[src/hw/rtl/dff_pkg.sv]
// Package for the duplicate frame filter: field widths, reset values,
// function codes and the table entry type. No dependencies.
`timescale 1ns / 1ps

package dff_pkg;

	localparam int KEY_W        = 40;
	localparam int TIME_W       = 32;
	localparam int WINDOW_W     = 16;
	localparam int ENTRIES_DEF  = 8;

	localparam logic [WINDOW_W-1:0] WINDOW_RESET = 16'd400;

	localparam logic FUNC_CHECK = 1'b0;
	localparam logic FUNC_CLEAR = 1'b1;

	typedef struct packed {
		logic [KEY_W-1:0]  key;
		logic [TIME_W-1:0] stamp;
	} entry_t;

endpackage

[src/hw/rtl/dff_table.sv]
// Key / first-seen-time table: one synchronous memory, one write port,
// one read port with a registered read. Depends on dff_pkg.
`timescale 1ns / 1ps

module dff_table import dff_pkg::*; #(
	parameter int ENTRIES = ENTRIES_DEF,
	localparam int AW = $clog2(ENTRIES)
) (
	input  logic          clk,
	input  logic          rd_en,
	input  logic [AW-1:0] rd_addr,
	output entry_t        rd_data,
	input  logic          wr_en,
	input  logic [AW-1:0] wr_addr,
	input  entry_t        wr_data
);

	entry_t mem [ENTRIES];

	always_ff @(posedge clk) begin
		if (wr_en) begin
			mem[wr_addr] <= wr_data;
		end
	end

	always_ff @(posedge clk) begin
		if (rd_en) begin
			rd_data <= mem[rd_addr];
		end
	end

endmodule

[src/hw/rtl/dff_ctrl.sv]
// Scan sequencer: walks the table one entry a cycle, matches the key,
// checks the time window and writes back the entry. Depends on dff_pkg.
`timescale 1ns / 1ps

module dff_ctrl import dff_pkg::*; #(
	parameter int ENTRIES = ENTRIES_DEF,
	localparam int AW = $clog2(ENTRIES)
) (
	input  logic                clk,
	input  logic                arst_n,
	input  logic                start,
	output logic                busy,
	input  logic                func,
	input  logic [KEY_W-1:0]    frame_key,
	input  logic [TIME_W-1:0]   rx_time,
	input  logic [WINDOW_W-1:0] window_ms,
	output logic                done,
	output logic                accept,
	output logic                hit,
	output logic                rd_en,
	output logic [AW-1:0]       rd_addr,
	input  entry_t              rd_data,
	output logic                wr_en,
	output logic [AW-1:0]       wr_addr,
	output entry_t              wr_data
);

	typedef enum logic [1:0] {
		ST_IDLE = 2'b01,
		ST_SCAN = 2'b10
	} state_t;

	localparam logic [AW-1:0] LAST = AW'(ENTRIES - 1);

	state_t              state_q;
	logic [AW-1:0]       idx_q;
	logic [AW-1:0]       ptr_q;
	logic [ENTRIES-1:0]  valid_q;
	logic [KEY_W-1:0]    key_q;
	logic [TIME_W-1:0]   now_q;
	logic                done_q;
	logic                accept_q;
	logic                hit_q;

	logic                take;
	logic                is_last;
	logic                match;
	logic [TIME_W-1:0]   diff;
	logic                refresh;
	logic [AW-1:0]       idx_next;
	logic [AW-1:0]       ptr_next;

	assign take     = start && (state_q == ST_IDLE);
	assign busy     = (state_q != ST_IDLE);
	assign is_last  = (idx_q == LAST);
	assign idx_next = is_last ? '0 : idx_q + 1'b1;
	assign ptr_next = (ptr_q == LAST) ? '0 : ptr_q + 1'b1;
	assign match    = valid_q[idx_q] && (rd_data.key == key_q);
	assign diff     = now_q - rd_data.stamp;
	assign refresh  = diff > TIME_W'(window_ms);

	always_comb begin
		rd_en   = 1'b0;
		rd_addr = '0;
		wr_en   = 1'b0;
		wr_addr = ptr_q;
		wr_data = '{key: key_q, stamp: now_q};
		unique case (state_q)
			ST_IDLE: begin
				rd_en   = take && (func == FUNC_CHECK);
				rd_addr = '0;
			end
			ST_SCAN: begin
				rd_en   = !match && !is_last;
				rd_addr = idx_next;
				if (match) begin
					wr_en   = refresh;
					wr_addr = idx_q;
				end else if (is_last) begin
					wr_en   = 1'b1;
					wr_addr = ptr_q;
				end
			end
			default: begin
				rd_en = 1'b0;
			end
		endcase
	end

	always_ff @(posedge clk or negedge arst_n) begin
		if (!arst_n) begin
			state_q  <= ST_IDLE;
			idx_q    <= '0;
			ptr_q    <= '0;
			valid_q  <= '0;
			done_q   <= 1'b0;
			accept_q <= 1'b0;
			hit_q    <= 1'b0;
		end else begin
			done_q <= 1'b0;
			unique case (state_q)
				ST_IDLE: begin
					if (take) begin
						if (func == FUNC_CLEAR) begin
							valid_q  <= '0;
							ptr_q    <= '0;
							done_q   <= 1'b1;
							accept_q <= 1'b0;
							hit_q    <= 1'b0;
						end else begin
							idx_q   <= '0;
							state_q <= ST_SCAN;
						end
					end
				end
				ST_SCAN: begin
					if (match) begin
						done_q   <= 1'b1;
						accept_q <= refresh;
						hit_q    <= 1'b1;
						state_q  <= ST_IDLE;
					end else if (is_last) begin
						valid_q[ptr_q] <= 1'b1;
						ptr_q    <= ptr_next;
						done_q   <= 1'b1;
						accept_q <= 1'b1;
						hit_q    <= 1'b0;
						state_q  <= ST_IDLE;
					end else begin
						idx_q <= idx_next;
					end
				end
				default: begin
					state_q <= ST_IDLE;
				end
			endcase
		end
	end

	// hold the accepted item for the scan
	always_ff @(posedge clk) begin
		if (take) begin
			key_q <= frame_key;
			now_q <= rx_time;
		end
	end

	assign done   = done_q;
	assign accept = accept_q;
	assign hit    = hit_q;

endmodule

[src/hw/rtl/duplicate_frame_filter_top.sv]
// Duplicate frame filter top level: window register, scan sequencer and
// entry memory. Depends on dff_pkg, dff_table and dff_ctrl.
`timescale 1ns / 1ps

// A transfer starts when start is high and busy is low. A check item scans
// the table one entry per cycle from index 0, set by the single read port of
// the entry memory, and stops at the first valid match or after the last
// entry on a miss; the next start is taken only once the item has finished.
// A clear item empties the table without a scan. Each result is shown on
// accept and hit for one cycle with done high, the cycle after the item
// finishes; the receiver cannot stall, so it must take every done pulse.
// The window register is written with cfg_wr_en; the user must change it
// only while the block is idle, the block itself does not enforce this.

module duplicate_frame_filter_top import dff_pkg::*; #(
	parameter int ENTRIES = ENTRIES_DEF
) (
	input  logic                clk,
	input  logic                arst_n,
	input  logic                start,
	output logic                busy,
	input  logic                func,
	input  logic [KEY_W-1:0]    frame_key,
	input  logic [TIME_W-1:0]   rx_time,
	output logic                done,
	output logic                accept,
	output logic                hit,
	input  logic                cfg_wr_en,
	input  logic [WINDOW_W-1:0] cfg_wr_data
);

	localparam int AW = $clog2(ENTRIES);

	logic [WINDOW_W-1:0] window_q;
	logic                rd_en;
	logic [AW-1:0]       rd_addr;
	entry_t              rd_data;
	logic                wr_en;
	logic [AW-1:0]       wr_addr;
	entry_t              wr_data;

	always_ff @(posedge clk or negedge arst_n) begin
		if (!arst_n) begin
			window_q <= WINDOW_RESET;
		end else if (cfg_wr_en) begin
			window_q <= cfg_wr_data;
		end
	end

	dff_ctrl #(
		.ENTRIES(ENTRIES)
	) u_ctrl (
		.clk      (clk),
		.arst_n   (arst_n),
		.start    (start),
		.busy     (busy),
		.func     (func),
		.frame_key(frame_key),
		.rx_time  (rx_time),
		.window_ms(window_q),
		.done     (done),
		.accept   (accept),
		.hit      (hit),
		.rd_en    (rd_en),
		.rd_addr  (rd_addr),
		.rd_data  (rd_data),
		.wr_en    (wr_en),
		.wr_addr  (wr_addr),
		.wr_data  (wr_data)
	);

	dff_table #(
		.ENTRIES(ENTRIES)
	) u_table (
		.clk    (clk),
		.rd_en  (rd_en),
		.rd_addr(rd_addr),
		.rd_data(rd_data),
		.wr_en  (wr_en),
		.wr_addr(wr_addr),
		.wr_data(wr_data)
	);

endmodule

[config.mk]
export PLATFORM = sky130hd
export DESIGN_NAME = duplicate_frame_filter_top
export DESIGN_NICKNAME = d
export VERILOG_FILES = /design/src/hw/rtl/dff_pkg.sv /design/src/hw/rtl/dff_table.sv /design/src/hw/rtl/dff_ctrl.sv /design/src/hw/rtl/duplicate_frame_filter_top.sv
export SDC_FILE = /design/constraint.sdc
export NUM_CORES = 1
export LEC_CHECK = 0
export ABC_AREA = 0
export BUFFER_PORTS_ARGS = -buffer_cell sky130_fd_sc_hd__buf_2
export CORE_MARGIN = 3
export CORE_UTILIZATION = 60
export CTS_CLUSTER_SIZE = 14
export DETAILED_ROUTE_END_ITERATION = 6
export PLACE_DENSITY_LB_ADDON = 0.2
export SLEW_MARGIN = 30
export SYNTH_ARGS = -nofsm -noshare
export SYNTH_HDL_FRONTEND = slang
export SYNTH_SLANG_ARGS = --single-unit
[constraint.sdc]
create_clock -name clk -period 9.3 [get_ports clk]
set_input_delay 0 -clock clk [delete_from_list [all_inputs] [get_ports clk]]
set_output_delay 0 -clock clk [all_outputs]
set_load 0.01 [all_outputs]
==> key figures, run 1 <==
Synth
  – Compound-Gate Fraction of Synth Area: 0.0898
  – Synthesized flop and latch total: 755
  – Largest family of logic cells by synthesized area: compound AO/OA/AOI/OAI gates
  – Syn. warnings: 0
  – Most used DFF post-synth: edfxtp_1
  – Seq/Total Area, Yosys: 0.748
  – Area fraction of the dominant cell type after synthesis: 0.719
  – Synth Area per Inst: 17.1 um2
  – Post-synthesis xor/xnor area fraction: 0.0181
  – Synth cell types: 68
  – Synth Area in Simple Gates: 0.0432
  – EDFF count, synth: 720
  – Synth async-reset ratio: 0.0464
  – Mapped Area: 0.0301 mm2
  – Syn nets: 1909
  – Synth Instances: 1762
  – Post-synthesis adder-cell area fraction: 0.0227
  – Post-synthesis mux area share: 0.0582
  – Largest cells by area after synthesis: edfxtp_1, mux4_2, o221ai_1
  – Top cell type by total area after synthesis: edfxtp_1

Placed design
  – Placer congestion estimate: 0.923
  – Area post-placement: 0.0313 mm2
  – Port bufs: 96
  – Hpwl dp: 35.1 mm

Worst setup path
  – Cell breakdown of the critical path: ha_1, a21o_1, a31oi_1, a21oi_1, o31ai_1, xnor2_1, ha_1, nand4_1, a2111oi_0, a2111oi_0, a21oi_1, nor4_1, o2111ai_1, or4_4, nor4_4, buf_4, nor2_4, buf_4, buf_4
  – R2r startpoint: u_ctrl.now_q[4]
  – Type of the worst setup path: flip-flop to flip-flop
  – Critical Path AT: 6220 ps
  – Crit-path max cell delay: 580 ps
  – R2r setup slk: 3360 ps
  – Critical path endpoint category: flip-flop
  – CP Launch Type: flip-flop
  – Worst-path fanout max: 34
  – Beginning of the critical path: u_ctrl.now_q[4]
  – Most common cell on crit path: buf_4
  – Slowest library cell on the worst path: o31ai_1
  – Req. time, crit path: 9580 ps

Clock network
  – Clock transition at path regs: 70 ps
  – H-Tree Depth: 3
  – Root buffer cell: clkbuf_16
  – Clk sinks: 755
  – Maximum clock path buffer count: 3
  – Clock latency on the worst-skew pair: 610 ps
  – CTS tree: done
  – CTS Buf Count: 76

Timing
  – RSZ-0062 raised after global routing: no
  – Setup Skew: 29.9 ps
  – Clock period minus worst slack: 5940 ps
  – Slew HR: 0.368
  – Setup tns final: 0 ps
  – Final slew viol count: 0
  – Hold Vio Cnt, Final: 0
  – # setup viols final: 0
  – Max Fclk: 168 MHz
  – Fin crit share: 0.639
  – Worst-Margin Slew: 946 ps

GRT
  – Initial antenna violation count: 1
  – Largest net degree at the start of global routing: 152
  – GRT Overall Usage: 0.248
  – Vias in the first global route: 17700
  – First-pass GRT wire length: 101 mm
  – GRT overflow: 0

Floorplanning
  – I/O pin count: 97
  – Die height: 230 um
  – Die X: 230 um
  – Starting density of the core: 0.611
  – Core area: 0.0493 mm2
  – Die area: 0.0529 mm2
  – Cell Rows: 81

Run
  – Maxcap violations: 0

Drt
  – Post-Route WL: 64.7 mm
  – Vias: 17000
  – Routed wire length per instance: 23.9 um
  – Final antenna-violating net count: 0
  – Starting DRC count in detailed routing: 1763
  – Vias per cell: 6.29
  – DRT Pass-1 Iters: 5
  – Residual DRC: 0

Cells and area
  – Fillers: 3093
  – ANT cells: 0
  – Post-route cell area: 0.0349 mm2
  – Layout cells sized above 1: 0.162
  – Most common cell after layout, fill and taps aside: edfxtp_1
  – Area growth, synth to finish: 16.0%
  – Nets: 2128
  – Commonest cells after routing, fill and taps aside: edfxtp_1, o221ai_1, dlygate4sd3_1
  – Util after Layout: 0.708

Min path
  – Min-Delay Path Class: primary input to asynchronous set/reset pin

Run status
  – Run status: complete, no violations

Power and ir drop
  – Maximum vdd ir drop: 0.000220 V
  – P_leak: 11.4 nW
  – Pwr Density: 253 mW/mm2
-- cells by family (layout without fill, tap and decap cells) --
group / after synthesis / after routing
DFF: 755 / 755
AOI/OAI and AO/OA: 373 / 373
and+or+nand+nor: 278 / 278
buffers and inverters: 158 / 435
muxes: 82 / 82
xor gates and xnor gates: 62 / 62
adders and majority gates: 54 / 54
-- report_power, final --
part           internal (mW)  switching [mW]
combinational          0.600           0.961
clock                   1.64            1.24
sequential              4.10           0.276
total                   6.35            2.48
-- worst max-delay path, delay by kind of cell (launching register included) --
kind                     cells  cell delay (ps)
AND/OR/NAND/NOR              5             1240
flip-flops                   1              500
adder cells (fa/ha/maj)      2              660
buffers and inverters        3             1030
XOR/XNOR                     1              190
AO/OA/AOI/OAI                8             1920
-- synth_stat cells (all sizes together) (4+ instances only) --
| library cell | n |
|---|---|
| edfxtp | 720 |
| o221ai | 145 |
| nor2 | 126 |
| clkbuf | 94 |
| a31oi | 77 |
| mux4 | 74 |
| inv | 59 |
| nand2 | 55 |
| a21oi | 54 |
| ha | 53 |
| xnor2 | 53 |
| o21ai | 40 |
| dfrtp | 31 |
| nand4 | 24 |
| nand3 | 21 |
| a21o | 12 |
| xor2 | 9 |
| nand2b | 8 |
| nor4 | 7 |
| nor2b | 6 |
| nor3 | 6 |
| a211oi | 5 |
| and2 | 5 |
| buf | 5 |
| or3 | 5 |
| a22o | 4 |
| dfstp | 4 |
| mux2 | 4 |
| mux2i | 4 |
| o2111ai | 4 |
| o211ai | 4 |
| o21a | 4 |
-- metal layers --
layer | global-route usage | wire (um) | vias to the layer above
met5 | 0 | 0 | -
met4 | 0.0859 | 1720 | 0
met3 | 0.0369 | 3830 | 107
met2 | 0.411 | 32300 | 662
met1 | 0.343 | 26900 | 8638
li1 | - | - | 7584
-- sequential cells by signal (all words and copies together) (netlist names), 2 cells and up --
name	flops
window_q	16
u_ctrl.now_q	32
u_ctrl.idx_q	3
u_ctrl.key_q	40
u_table.rd_data	72
u_table.mem	576
u_ctrl.state_q	2
u_ctrl.ptr_q	3
u_ctrl.valid_q	8
-- final timing paths --
kind                                            to  cells past startpoint
worst max-delay path            u_table.mem[1][27]                     19
worst min-delay path                  window_q[15]                      2
worst max register to register  u_table.mem[1][27]                     19
worst min register to register   u_ctrl.valid_q[6]                      2
max in group asynchronous          u_ctrl.idx_q[0]                      2
min in group clk                  u_ctrl.key_q[12]                      2
-- per-stage QoR --
stage	std cells	hold WS [ps]	power [mW]	setup WS, ps
2_1_floorplan	1762	-296	5.45	2550
3_3_place_gp	2444	147	5.92	3420
3_5_place_dp	2444	166	5.95	3360
4_1_cts	2702	66.7	8.86	3320
5_1_grt	2703	88.1	9.21	2790
6_report	2703	52.8	8.82	3360
-- final cells by class --
class                           count  area (um2)  area share
Clock inverter                     49         393      0.0113
Tap cell                          664         831      0.0238
Inverter                           59         221     0.00635
Timing Repair Buffer              240        1930      0.0552
Sequential cell                   755       22500       0.645
Multi-Input combinational cell    849        7070       0.203
Clock buffer                       87        1940      0.0557
-- repair_timing --
| action | in CTS | in global routing |
|---|---|---|
| gates resized for setup | 0 | 0 |
| hold endpoints to repair | 131 | 0 |
| buffers inserted | 0 | 0 |
| hold buffers | 122 | 0 |
No activity file was read; power rests on OpenSTA's default activity.
==> run 2: changes to the inputs <==
- CORE_UTILIZATION: 60 -> 56
- clock period: 9.3 -> 5 ns (I/O delays scaled with it)
==> run 2 against run 1 <==
Against the previous run: clock power up 100%; worst setup slack lost 3200 ps; cell area rose by 4.0%; worst hold slack gained 46 ps; critical path depth is 3 higher.
==> key figures, run 2 (synthesis gave the netlist of run 1 again) <==
Clock network
  – Root buffer cell: clkbuf_16
  – CTS tree: done
  – CTS Buf Count: 76 (unchanged)
  – Maximum clock path buffer count: 3 (unchanged)
  – H-Tree Depth: 3 (unchanged)
  – Clk sinks: 755 (unchanged)
  – Clock transition at path regs: 60 ps (about the same)
  – Clock latency on the worst-skew pair: 610 ps (about the same)

Power and ir drop
  – Sw Ratio: 0.282 (+0.000914)
  – Cell-internal power: 12.3 mW (+94%)
  – Total chip power: 17.2 mW (+95%)
  – Flop pwr share: 0.474 (-0.022)
  – P_sw: 4.84 mW (+95%)
  – Pwr Density: 473 mW/mm2 (+87%)
  – Logic pwr share: 0.190 (+0.013)
  – Maximum vdd ir drop: 0.000345 V (+57%)
  – P_leak: 12.0 nW (+5.0%)
  – Clock share of power: 0.336 (+0.009)

Worst setup path
  – Critical Path AT: 5170 ps (-1050 ps)
  – Worst-path fanout max: 7 (-79%)
  – Critical path endpoint category: flip-flop
  – Req. time, crit path: 5370 ps (-4210 ps)
  – CP Launch Type: flip-flop
  – R2r setup slk: 200 ps (-3160 ps)
  – Type of the worst setup path: flip-flop to flip-flop

Placed design
  – Post-place setup slack: 147 ps (-3210 ps)
  – Hpwl dp: 41.8 mm (+19%)
  – Placer congestion estimate: 0.876 (-5.1%)
  – Port bufs: 96 (unchanged)

GRT
  – GRT overflow: 0 (unchanged)
  – Vias in the first global route: 17800 (+0.70%)
  – First-pass GRT wire length: 107 mm (+5.6%)
  – GRT Overall Usage: 0.248 (-0.000490)
  – Initial antenna violation count: 0 (-1)
  – Largest net degree at the start of global routing: 119 (-22%)

Drt
  – Vias per cell: 6.27 (-0.20%)
  – Final antenna-violating net count: 0 (unchanged)
  – Vias: 17600 (+3.4%)
  – Residual DRC: 0 (unchanged)
  – Starting DRC count in detailed routing: 1591 (-9.8%)
  – DRT Pass-1 Iters: 6 (+1)
  – Post-Route WL: 70.9 mm (+9.6%)
  – Routed wire length per instance: 25.3 um (+5.8%)

Cells and area
  – Seq. cell area: 0.0225 mm2 (unchanged)
  – Area occupied by multi-input gates: 0.00726 mm2 (+2.7%)
  – Most common cell after layout, fill and taps aside: edfxtp_1
  – Commonest cells after routing, fill and taps aside: edfxtp_1, o221ai_1, dlygate4sd3_1
  – Layout cells sized above 1: 0.205 (+0.0426)
  – Fillers: 3321 (+7.4%)
  – Max reg flops: 576 (unchanged)
  – Nets: 2198 (+3.3%)
  – Biggest register: u_table.mem
  – ANT cells: 0 (unchanged)
  – Util after Layout: 0.686 (-0.0220)
  – Area growth, synth to finish: 20.6%
  – Top flop regs: u_table.mem (576), u_table.rd_data (72), u_ctrl.key_q (40)

Floorplanning
  – Die X: 238 um (+3.4%)
  – Die height: 238 um (+3.4%)
  – I/O pin count: 97 (unchanged)
  – Starting density of the core: 0.569 (-0.0417)
  – Core area: 0.0529 mm2 (+7.3%)
  – Die area: 0.0565 mm2 (+7.0%)
  – Cell Rows: 84 (+3.7%)

Run
  – Maxcap violations: 0 (unchanged)

Timing
  – Fin crit share: 0.960 (+0.321)
  – Final worst slack: 201 ps (-3160 ps)
  – # setup viols final: 0 (unchanged)
  – Final slew viol count: 0 (unchanged)
  – Slew HR: 0.337 (-0.0311)
  – Setup tns final: 0 ps (unchanged)
  – Max Fclk: 208 MHz (+24%)
  – Clock period minus worst slack: 4800 ps (-1140 ps)
  – Setup Skew: 22.9 ps (-6.97 ps)
  – Hold Vio Cnt, Final: 0 (unchanged)
  – Worst-Margin Slew: 991 ps (+45.3 ps)

Run status
  – Run status: complete, no violations

Min path
  – Min-Delay Path Class: primary input to flip-flop
run 2: metal layers:
metal	vias up	routed length (um)	GRT usage	part of all wire
met5	-	0	0	0
met4	0	2030	0.0774	0.029
met3	131	4270	0.0360	0.060
met2	740	36200	0.417	0.51
met1	8973	28400	0.339	0.40
li1	7727	-	-	-
run 2: worst paths after layout:
check,from,to,cells past startpoint
setup / recovery,u_ctrl.now_q[4],u_table.mem[0][24],22
hold / removal,rx_time[7],u_ctrl.now_q[7],2
setup reg to reg,u_ctrl.now_q[4],u_table.mem[0][24],22
hold reg to reg,u_ctrl.valid_q[7],u_ctrl.valid_q[7],2
max in group asynchronous,arst_n,u_ctrl.idx_q[0],3
min in group asynchronous,arst_n,window_q[2],3
run 2: metrics by stage:
step	hold WS [ps]	cell area, um2	std cells
6_report	98.4	36300	2801
5_1_grt	76.2	36300	2801
4_1_cts	53.7	35800	2773
3_5_place_dp	170	32000	2511
3_3_place_gp	148	32000	2511
2_1_floorplan	-296	30200	1762
run 2: timing repair:
action / in CTS / in global routing
buffers inserted: 0 / 20
endpoints found under the setup margin: 0 / 576
hold buffers: 122 / 1
endpoints found under the hold margin: 147 / 31
resized for setup: 0 / 44
run 2: area by class of cell:
type	instances	area share
Tap cell	688	0.0237
Multi-Input combinational cell	849	0.200
Inverter	59	0.00610
Timing Repair Buffer	310	0.0797
Sequential cell	755	0.620
Clock buffer	96	0.0574
Clock inverter	44	0.0127
run 2: power groups by stage:
stage | sequential (mW) | combinational, mW | clock (mW)
after floorplan | 8.02 | 2.13 | 0
after global placement | 8.25 | 2.93 | 0
after detailed placement | 8.27 | 2.95 | 0
after CTS | 8.14 | 3.05 | 5.84
after global routing | 8.20 | 3.57 | 6.08
final | 8.15 | 3.26 | 5.77
run 2: worst max-delay path, cell delays in order (launching register included):
cell	delay, ps
edfxtp_1	440
ha_4	270
a21o_1	210
a31oi_4	190
a21oi_2	90
a211o_4	310
nand2b_4	90
nand3_2	60
xor2_1	160
ha_1	290
nand4_1	210
nor2_2	70
a2111oi_2	280
a21oi_1	130
nor4_1	190
o2111ai_1	150
or4_4	440
nor4_4	250
buf_4	170
buf_12	140
nor2_4	110
buf_6	160
buf_4	130
==> run 3: changes to the inputs <==
- GPL_TIMING_DRIVEN: unset -> 0
==> run 3 against run 2 <==
Against the previous run: power rose by 0.44%; cell area increased by 3.3%; sequential power down 2%; first-iteration DRC count up 36%; utilization grew 2.3 points; highest routed layer unchanged; critical endpoint is now u_table.mem[3][37]; global-route usage is 1.7 points higher; critical path depth up 1; worst setup slack worse by 250 ps; via count rose by 4.3%; flip-flop and latch count stayed put; the flow now finishes with violations (negative setup slack).
==> key figures, run 3 (synthesis gave the netlist of run 1 again) <==
Drt
  – Routed wire length per instance: 25.5 um (+0.65%)
  – Vias: 18300 (+4.3%)
  – Post-Route WL: 74.5 mm (+5.0%)
  – DRT Pass-1 Iters: 6 (unchanged)
  – Vias per cell: 6.27 (about the same)
  – Residual DRC: 0 (unchanged)
  – Final antenna-violating net count: 0 (unchanged)
  – Starting DRC count in detailed routing: 2171 (+36%)

Floorplanning
  – I/O pin count: 97 (unchanged)
  – Cell Rows: 84 (unchanged)
  – Core area: 0.0529 mm2 (unchanged)
  – Die height: 238 um (unchanged)
  – Die area: 0.0565 mm2 (unchanged)
  – Die X: 238 um (unchanged)
  – Starting density of the core: 0.569 (unchanged)

Worst setup path
  – Critical Path AT: 5430 ps (+260 ps)
  – Worst-path fanout max: 7 (unchanged)
  – R2r startpoint: u_ctrl.now_q[1]
  – Beginning of the critical path: u_ctrl.now_q[1]
  – CP Launch Type: flip-flop
  – Critical path endpoint category: flip-flop
  – Req. time, crit path: 5380 ps (about the same)
  – Type of the worst setup path: flip-flop to flip-flop

Clock network
  – Root buffer cell: clkbuf_16
  – Clk sinks: 755 (unchanged)
  – Clock transition at path regs: 60 ps (about the same)
  – H-Tree Depth: 3 (unchanged)
  – CTS tree: done
  – CTS Buf Count: 78 (+2.6%)
  – Maximum clock path buffer count: 3 (unchanged)
  – Clock latency on the worst-skew pair: 620 ps (about the same)

Timing
  – Hold Vio Cnt, Final: 0 (unchanged)
  – # setup viols final: 171 (+171)
  – RSZ-0062 raised after global routing: yes
  – Clock period minus worst slack: 5050 ps (+254 ps)
  – Max Fclk: 198 MHz (-5.0%)
  – Final worst slack: -52.4 ps (-254 ps)
  – Final Hold Slack: 86.7 ps (-11.7 ps)
  – Worst-Margin Slew: 1010 ps (+23.3 ps)
  – Slew HR: 0.324 (-0.0132)
  – Fin crit share: 1.01 (+0.0508)
  – Setup tns final: -3060 ps (-3060 ps)
  – Final slew viol count: 0 (unchanged)
  – Setup Skew: 22.0 ps (-0.963 ps)

GRT
  – Vias in the first global route: 18800 (+5.3%)
  – GRT overflow: 0 (unchanged)
  – Largest net degree at the start of global routing: 40 (-66%)
  – GRT Overall Usage: 0.264 (+0.0167)
  – Initial antenna violation count: 0 (unchanged)
  – First-pass GRT wire length: 113 mm (+5.9%)

Power and ir drop
  – Cell-internal power: 12.3 mW (-0.44%)
  – Maximum vdd ir drop: 0.000323 V (-6.6%)
  – P_leak: 12.5 nW (+3.9%)
  – Pwr Density: 460 mW/mm2 (-2.8%)
  – Flop pwr share: 0.465 (-0.009)
  – Logic pwr share: 0.207 (+0.017)
  – Clock share of power: 0.328 (-0.008)
  – P_sw: 4.97 mW (+2.7%)
  – Sw Ratio: 0.288 (+0.00626)

Run status
  – Failing checks: negative setup slack
  – Run status: finished with violations

Placed design
  – Hpwl dp: 45.1 mm (+7.9%)
  – Post-place setup slack: -858 ps (-1010 ps)
  – Port bufs: 96 (unchanged)
  – Placer congestion estimate: 0.855 (-2.4%)

Cells and area
  – Biggest register: u_table.mem
  – Layout cells sized above 1: 0.209 (+0.00367)
  – Util after Layout: 0.709 (+0.0227)
  – ANT cells: 0 (unchanged)
  – Most common cell after layout, fill and taps aside: edfxtp_1
  – Fillers: 3178 (-4.3%)
  – Nets: 2322 (+5.6%)
  – Area growth, synth to finish: 24.6%
  – Commonest cells after routing, fill and taps aside: edfxtp_1, o221ai_1, dlygate4sd3_1
  – Top flop regs: u_table.mem (576), u_table.rd_data (72), u_ctrl.key_q (40)
  – Max reg flops: 576 (unchanged)

Min path
  – Min-Delay Path Class: primary input to flip-flop
  – Hold path start: frame_key[6]

Run
  – Maxcap violations: 0 (unchanged)
## run 3: path summary, 6_finish.rpt
path	endpoint	slack, ps	cells past startpoint
setup reg to reg	u_table.mem[3][37]	-50	23
max in group asynchronous	window_q[8]	4190	3
setup / recovery	u_table.mem[3][37]	-50	23
hold reg to reg	u_ctrl.valid_q[0]	500	2
hold / removal	u_ctrl.key_q[6]	90	2
min in group asynchronous	window_q[2]	440	3
## run 3: metrics by stage
step / instances / power (mW) / area (um2)
CTS: 2901 / 17.2 / 37100
global placement: 2546 / 11.2 / 31500
detailed placement: 2591 / 11.3 / 32700
global route: 2922 / 18.0 / 37500
finish: 2922 / 17.3 / 37500
floorplan: 1762 / 10.1 / 30200
## run 3: power groups by stage
stage	Sequential, mW	Clock, mW	Combinational (mW)
2_1_floorplan	8.02	0	2.13
3_3_place_gp	8.18	0	3.01
6_report	8.02	5.65	3.57
3_5_place_dp	8.18	0	3.16
4_1_cts	8.02	5.73	3.45
5_1_grt	8.08	5.98	3.90
## run 3: repair_timing
action | CTS | global route
gates cloned | 5 | 8
buffers inserted | 45 | 19
setup endpoints to repair | 577 | 576
hold endpoints to repair | 130 | 31
resized for setup | 32 | 32
hold buffers | 122 | 1
pin swaps | 13 | 14
## run 3: metal layers
metal	wire length (um)	global-route usage	up-vias
li1	-	-	7994
met1	29400	0.360	9304
met2	37100	0.442	888
met3	5430	0.0426	147
met4	2470	0.0896	0
met5	0	0	-
## run 3: worst max-delay path: stages (launching register included)
cell and delay [ps]:
edfxtp_1 520, ha_1 340, nor2b_4 140, o2111ai_4 230, a21oi_2 90, a211o_4 300, nand2b_4 80, nand3_2 60
xor2_1 160, ha_1 300, nand4_1 170, nor2_1 70, a2111oi_2 390, a21oi_2 120, nor4_1 240, o2111ai_1 140
or4_4 440, nor4_4 150, buf_6 170, buf_8 140, nor2_4 70, buf_12 140, buf_16 150, clkbuf_16 170
## run 3: final cells by class
type                    instances  area [um2]  area share
clock inverters                46         439      0.0117
inverters                      59         221     0.00591
plain buffers                  98         388      0.0103
well taps                     688         861      0.0230
flip-flops and latches        755       22500       0.600
repair buffers                334        3730      0.0995
clock buffers                  93        2030      0.0541
multi-input cells             849        7310       0.195
